<file path="src/rtl/trsc_ram.sv">
`default_nettype none
module trsc_ram #(
	parameter int WIDTH = 8,
	parameter int DEPTH = 16
) (
	input wire logic clk,
	input wire logic we,
	input wire logic [$clog2(DEPTH)-1:0] waddr,
	input wire logic [WIDTH-1:0] wdata,
	input wire logic re,
	input wire logic [$clog2(DEPTH)-1:0] raddr,
	output logic [WIDTH-1:0] rdata
);

	logic [WIDTH-1:0] mem_q [DEPTH];

	always_ff @(posedge clk) begin
		if (we) begin
			mem_q[waddr] <= wdata;
		end
		if (re) begin
			rdata <= mem_q[raddr];
		end
	end

endmodule
`default_nettype wire

</file>
<file path="config.mk">
export PLATFORM = sky130hd
export DESIGN_NAME = trsc_ram
export DESIGN_NICKNAME = d
export VERILOG_FILES = /design/src/rtl/trsc_ram.sv
export SDC_FILE = /design/constraint.sdc
export NUM_CORES = 1
export LEC_CHECK = 0
export ABC_AREA = 1
export CAP_MARGIN = 15
export CORE_ASPECT_RATIO = 0.7
export CORE_MARGIN = 2
export CORE_UTILIZATION = 35
export CTS_BUF_LIST = sky130_fd_sc_hd__clkbuf_16
export DETAILED_ROUTE_END_ITERATION = 8
export DONT_BUFFER_PORTS = 1
export PLACE_DENSITY = 0.45
export SLEW_MARGIN = 20
export SYNTH_ARGS = -nofsm -noshare
export SYNTH_HDL_FRONTEND = slang
export SYNTH_SLANG_ARGS = --single-unit
</file>
<file path="constraint.sdc">
create_clock -name clk -period 2 [get_ports clk]
set_input_delay 0.1 -clock clk [delete_from_list [all_inputs] [get_ports clk]]
set_output_delay 0.1 -clock clk [all_outputs]
set_load 0.01 [all_outputs]
</file>
---- After elaboration in Yosys (flattened, before gate mapping) ----
Memories as Yosys holds them, arrays and structs flattened. A register that Yosys moved wholly into a read port is not among the register bits.
Cells that the tools add are included.
cells by class
  multiplexer cells ....................... 2
operators with widths
  kind     count
  $mux W1  2
word-level totals
  bits in writable memories ............... 128
  memories ................................ 1
  logic and storage cells ................. 3
  output and inout port bits .............. 8
  flip-flop bits (word level) ............. 0
  input bits .............................. 19
memories
  name   depth  bits a word  read ports  clocked after Yosys merged registers in  wr ports  RTL line  RTL
  mem_q  16     8            1           1                                        1         15        logic [WIDTH-1:0] mem_q [DEPTH];

---- Logic depth before layout (Yosys ltp) ----
Gate-level depths: netlist of run 1.
  depth in word-level cells ............... 2
  mapped depth ............................ 8
  gate-level depth less buffers ........... 7

---- Worst setup path after synthesis of run 1 ----
Ideal clock, no wire load.
  path kind ............................... input to register
  from .................................... in waddr[2]
  to ...................................... mem mem_q[10][0] (enable)
  data required time ...................... 1.630 ns
  cell stages on the path ................. 2
  arrival ................................. 0.681 ns
  buffers on the path ..................... 0
  path slack .............................. 0.949 ns
  library setup time ...................... 0.370 ns
  cells stage by stage .................... nand3b_1 -> nor2_1
RTL lines
  item                RTL line  RTL
  start: declaration  8         input wire logic [$clog2(DEPTH)-1:0] waddr,
  end: declaration    15
No word-level cell before the write port.

==> results.py, run 1 <==
metrics = {
    "outcome": {
        "status": "completed",
    },
    "floorplanning": {
        "core_sq_um": 16300,
        "die-area_sq_um": 17800,
        "start_util_pct": 35.8,
        "die_h_um": 112,
        "ios": 27,
        "die_w_um": 158,
        "num_rows": 39,
    },
    "finish": {
        "stdcell_count": 808,
        "drive_above_1_share_pct": 7.38,
        "final_util_pct": 41.4,
        "area_growth_pct": 15.7,
        "seqCellArea_sq_um": 4080,
        "nFillCells": 1591,
        "antenna_cells": 0,
        "layout.nets": 589,
        "postLayoutCellArea_sq_um": 6760,
        "multi_input_area_sq_um": 1210,
    },
    "cts": {
        "ctsHtreeMaxLevel": 4,
        "clockBufferDepth": 2,
        "hold_buffers": 12,
        "insertion_delay_ps": 410,
        "cts_setup_buffers": 0,
        "clock-sinks": 136,
        "tritoncts": "done",
        "cts-root-buf": "clkbuf_16",
        "cts.clk_slew.worst_paths_ps": 60,
        "numCtsBuffers": 17,
        "cts_resized": 0,
    },
    "sta": {
        "fmax_ghz": 0.843,
        "setup_viol": 0,
        "clock_skew_ps": 10.2,
        "slew-limit-headroom_pct": 43.2,
        "final-max-slew-violation-count": 0,
        "rsz0062_at_grt": "no",
        "timing_worst_slew_pin_value_ps": 849,
        "fin_setup_tns_ps": 0,
        "final_hold_viol_count": 0,
        "fin_crit_sh_pct": 59.3,
        "period_needed_ps": 1190,
    },
    "place": {
        "placed_area_sq_um": 6060,
        "dp_hpwl_um": 9340,
        "gp_congestion": 0.777,
        "place_inst": 764,
        "io_buffers": 0,
    },
    "critical_path": {
        "cp.arrival_ps": 1350,
        "crit_required_ps": 2160,
        "crit_top_cell": "nand3_1",
        "crit_buf_inv": 1,
        "endpoint_kind": "flip-flop",
        "cp_max_fo": 1,
        "max_stage_delay_ps": 360,
        "worst-r2r-setup-slack_ps": 810,
        "slowest_stage": "edfxtp_1",
        "crit_family": "simple AND/OR/NAND/NOR gates",
        "start_kind": "flip-flop",
        "critPathKind": "flip-flop to flip-flop",
        "path_cells": "inv_1, nand2_1, nand3_1, nand3_1, nand3_1, nand2_1",
    },
    "detailed_routing": {
        "wirelength_um": 15200,
        "viasPerCell": 4.71,
        "antenna_left": 0,
        "first_pass_iters": 4,
        "vias": 3808,
        "first_iter_violations": 288,
        "detail_route.wl_per_cell_um": 18.8,
        "drc": 0,
    },
    "synthesis": {
        "synthesis.area_sq_um": 5850,
        "ys_warn_count": 0,
        "seq_area_frac_synth_pct": 69.8,
        "ys_types": 11,
        "synth.avg_cell_area_sq_um": 10.6,
        "synth_nets": 570,
        "syn_inst": 551,
        "ys_seq_elements": 136,
    },
    "hold_path": {
        "hp-class": "input pin to flip-flop",
    },
    "grt": {
        "grt_max_degree": 66,
        "overflow": 0,
        "grtUsageTotal_pct": 18.0,
        "antenna_found_initial": 1,
        "grt_pass1_wl_um": 22900,
        "grt_pass1_vias": 3640,
    },
    "job": {
        "drv_cap": 0,
    },
    "power": {
        "power.density_nw_per_um2": 986,
        "ir_drop_v": 0.000580,
        "p_leak_nw": 2.81,
    },
}
flip-flops by register name, summed over array words and instances, names as in the netlist:
register  flops
rdata         8
mem_q       128
cell usage in the layout (no fill, tap or decap), drive strengths merged:
cell type / instances
clkinv: 5
nor2: 17
inv: 105
nand2: 173
dlygate4sd3: 12
nand3b: 2
clkinvlp: 5
edfxtp: 136
buf: 12
clkbuf: 17
nand3: 97
bufinv: 2
stage by stage:
step | hold slack [ps] | power [mW] | worst slack (ps)
global route | 23.8 | 6.87 | 724
floorplan | 199 | 3.52 | 949
finish | 18.3 | 6.67 | 814
global placement | 200 | 3.57 | 677
detailed placement | 200 | 3.57 | 647
CTS | 3.89 | 6.71 | 834
area by class of cell:
class | count | share of cell area, %
tap | 225 | 4.16
sequential | 136 | 60.4
timing repair buffer | 24 | 3.29
clock buffer | 17 | 6.29
multi-input combinational | 289 | 17.9
inverter | 102 | 5.66
clock inverter | 15 | 2.26
per-layer routing:
layer / global-route usage [%] / wire length (um)
met1: 29.1 / 7820
met2: 24.3 / 6360
met3: 3.59 / 813
met4: 5.11 / 182
met5: 0 / 13
worst reg2reg max path, delay by kind of cell (launching register included):
kind / cells / cell delay [ps]
flops: 1 / 360
simple gates: 5 / 520
buf+inv: 1 / 60
kinds of logic (layout without fill, tap and decap cells):
logic type,count (synthesis),after routing,share of synthesized area (%)
buf+inv,126,158,9.39
flops,136,136,69.8
simple gates,289,289,20.8
worst paths after layout:
check                        to              startpoint  cells after the start
max          rdata[7]$_DFFE_PP_  mem_q[13][7]$_DFFE_PP_                      6
min          rdata[0]$_DFFE_PP_                raddr[2]                      3
max reg2reg  rdata[7]$_DFFE_PP_  mem_q[13][7]$_DFFE_PP_                      6
min reg2reg  rdata[2]$_DFFE_PP_   mem_q[7][2]$_DFFE_PP_                      6
where the power goes:
| part | total [mW] | switching (mW) | internal [mW] |
|---|---|---|---|
| clock | 3.08 | 1.25 | 1.84 |
| sequential | 3.24 | 0.0271 | 3.21 |
| combinational | 0.342 | 0.241 | 0.101 |
| total | 6.67 | 1.52 | 5.15 |
synth_stat cells:
| cell type | number | area share [%] |
|---|---|---|
| inv_2 | 2 | 0.13 |
| buf_6 | 6 | 1.2 |
| nor2_1 | 17 | 1.1 |
| nand3b_1 | 2 | 0.26 |
| edfxtp_1 | 136 | 70 |
| nand3_1 | 97 | 8.3 |
| buf_1 | 1 | 0.064 |
| buf_4 | 4 | 0.51 |
| buf_2 | 13 | 1.1 |
| inv_1 | 100 | 6.4 |
| nand2_1 | 173 | 11 |
(Power assumes the default switching activity.)
==> inputs of run 2 (changes only) <==
--- a/config.mk
+++ b/config.mk
@@ -5,7 +5,7 @@
 export SDC_FILE = /design/constraint.sdc
 export NUM_CORES = 1
 export LEC_CHECK = 0
-export ABC_AREA = 1
+export ABC_AREA = 0
 export CAP_MARGIN = 15
 export CORE_ASPECT_RATIO = 0.7
 export CORE_MARGIN = 2
==> constraint.sdc (replaced) <==
create_clock -name clk -period 1.23 [get_ports clk]
set_input_delay 0.0615 -clock clk [delete_from_list [all_inputs] [get_ports clk]]
set_output_delay 0.0615 -clock clk [all_outputs]
set_load 0.01 [all_outputs]
==> results.py, run 2 <==
metrics = {
    "cts": {
        "ctsHtreeMaxLevel": 4,
        "numCtsBuffers": 17,
        "cts-root-buf": "clkbuf_16",
        "cts.clk_slew.worst_paths_ps": 60,
        "clock-sinks": 136,
        "clockBufferDepth": 2,
        "tritoncts": "done",
        "cts_setup_buffers": 0,
        "insertion_delay_ps": 410,
    },
    "critical_path": {
        "worst-r2r-setup-slack_ps": -190,
        "max_stage_delay_ps": 470,
        "slowest_stage": "mux4_2",
        "cp.arrival_ps": 1570,
        "critPathKind": "flip-flop to flip-flop",
        "crit_buf_inv": 0,
        "path_cells": "mux4_2, a22oi_2, nand2_1",
        "cp_max_fo": 1,
        "endpoint_kind": "flip-flop",
        "crit_family": "multiplexers",
        "start_kind": "flip-flop",
        "crit_required_ps": 1380,
    },
    "grt": {
        "gr-usage-met1_pct": 23.3,
        "met3_usage_pct": 4.25,
        "use_met2_pct": 20.8,
        "grt_pass1_vias": 2523,
        "grt_pass1_wl_um": 16500,
        "overflow": 0,
        "grt_max_degree": 33,
        "top_usage_layer": "met1",
        "grtUsageTotal_pct": 15.3,
        "antenna_found_initial": 0,
    },
    "finish": {
        "drive_above_1_share_pct": 30.4,
        "area_growth_pct": 19.7,
        "antenna_cells": 0,
        "reg.largest.list": "mem_q x128, rdata x8",
        "postLayoutCellArea_sq_um": 6260,
        "mostFrequentLayoutCell": "edfxtp_1",
        "layout_common_cells": "edfxtp_1 (136), mux4_2 (32), clkbuf_16 (17), buf_4 (17), nor2_1 (13)",
        "layout.nets": 286,
        "largest_register_ffs": 128,
        "top_register": "mem_q",
        "final_util_pct": 42.8,
        "stdcell_count": 475,
    },
    "place": {
        "dp_hpwl_um": 6830,
        "place_inst": 432,
        "pre_cts_ws_ps": -271,
        "placed_area_sq_um": 5500,
        "gp_congestion": 0.723,
        "io_buffers": 0,
    },
    "floorplanning": {
        "core_sq_um": 14600,
        "num_rows": 37,
        "ios": 27,
        "die_w_um": 150,
        "die-area_sq_um": 15900,
        "start_util_pct": 35.7,
        "die_h_um": 106,
    },
    "outcome": {
        "violations": "setup timing",
        "status": "complete, but fails checks",
    },
    "sta": {
        "timing_worst_slew_pin_value_ps": 877,
        "clock_skew_ps": 4.65,
        "rsz0062_at_grt": "yes",
        "slew-limit-headroom_pct": 41.3,
        "period_needed_ps": 1420,
        "fin_hold_ws_ps": 35.2,
        "final_hold_viol_count": 0,
        "layout_setup_ws_ps": -189,
        "final-max-slew-violation-count": 0,
        "fmax_ghz": 0.705,
        "fin_crit_sh_pct": 115,
        "setup_viol": 8,
    },
    "detailed_routing": {
        "viasPerCell": 5.00,
        "detail_route.wl_per_cell_um": 23.2,
        "antenna_left": 0,
        "wirelength_um": 11000,
        "drc": 0,
        "first_pass_iters": 4,
        "first_iter_violations": 280,
        "vias": 2376,
    },
    "power": {
        "p_leak_nw": 2.00,
        "power.density_nw_per_um2": 1760,
        "ir_drop_v": 0.00101,
    },
    "synthesis": {
        "ys_types": 18,
        "synthesis.area_sq_um": 5230,
        "synth.top_cells.by_count": "edfxtp_1 (136), mux4_2 (18), a22oi_1 (16), mux4_1 (14), nor2_1 (13)",
        "synth_top_family_by_area": "multiplexers",
        "synth_fa_ha_area_share_pct": 0,
        "seq_area_frac_synth_pct": 78.1,
        "synth-edff-count": 136,
        "muxShareOfSynthArea_pct": 14.8,
        "synth.most_common_cell": "edfxtp_1",
        "yosysTopAreaCell": "edfxtp_1",
        "synth-compound-area-share_pct": 2.30,
        "synthXorXnorAreaFrac_pct": 0,
        "yosys.area_share.simple_pct": 3.14,
        "synthArstFlopShare_pct": 0,
        "synth_top_area_share_pct": 78.1,
        "ys_warn_count": 0,
        "ys_seq_elements": 136,
        "synth_area_leaders": "edfxtp_1 (78%), mux4_2 (7.8%), mux4_1 (7.0%), a22oi_1 (2.3%), nor2_1 (0.93%)",
        "synth_nets": 248,
        "synthFlopType": "edfxtp_1",
        "synth.avg_cell_area_sq_um": 22.8,
        "syn_inst": 229,
    },
    "hold_path": {
        "hp-class": "input pin to flip-flop",
    },
    "job": {
        "drv_cap": 0,
    },
}
-- run 2: cell type report --
type | instances | area, sq um
fill | 1300 | 8370
sequential | 136 | 4080
multi-input combinational | 83 | 1060
clock buffer | 17 | 425
timing repair buffer | 29 | 258
tap | 195 | 244
clock inverter | 15 | 189
-- run 2: kinds of logic after synthesis --
logic type / after synthesis
flip-flops: 136
buffers and inverters: 10
AO/OA/AOI/OAI: 16
multiplexers: 32
AND/OR/NAND/NOR: 35
-- run 2: what timing repair did --
| action | in CTS | in global routing |
|---|---|---|
| resized for setup | 7 | 1 |
| hold buffers | 11 | 0 |
| hold endpoints to repair | 144 | 0 |
| endpoints found under the setup margin | 8 | 8 |
-- run 2: metrics by stage --
stage / setup TNS [ps] / power, mW
floorplan: -3280 / 5.64
global placement: -1870 / 5.68
detailed placement: -2050 / 5.68
CTS: -1310 / 11.1
global route: -1720 / 11.4
finish: -1230 / 11.0
-- run 2: path summary, 6_finish.rpt --
kind,start,end,cells past startpoint
worst max-delay path,mem_q[0][0]$_DFFE_PP_,rdata[0]$_DFFE_PP_,3
worst min-delay path,waddr[1],mem_q[4][0]$_DFFE_PP_,2
worst max register to register,mem_q[0][0]$_DFFE_PP_,rdata[0]$_DFFE_PP_,3
worst min register to register,mem_q[6][7]$_DFFE_PP_,rdata[7]$_DFFE_PP_,3
-- run 2: worst reg2reg max path: stages, from the launching register on --
cell      delay (ps)
edfxtp_1         360
mux4_2           470
a22oi_2          230
nand2_1          100
-- run 2: power by group --
part           total [mW]  internal (mW)  switching [mW]
combinational       0.414          0.199           0.215
sequential           5.27           5.23          0.0449
clock                5.31           3.53            1.79
total                11.0           8.95            2.05
-- run 2: routing by layer --
metal	up-vias	part of all wire, %
li1	1045	-
met1	1262	50
met2	58	43
met3	11	6.0
met4	0	1.1
met5	-	0
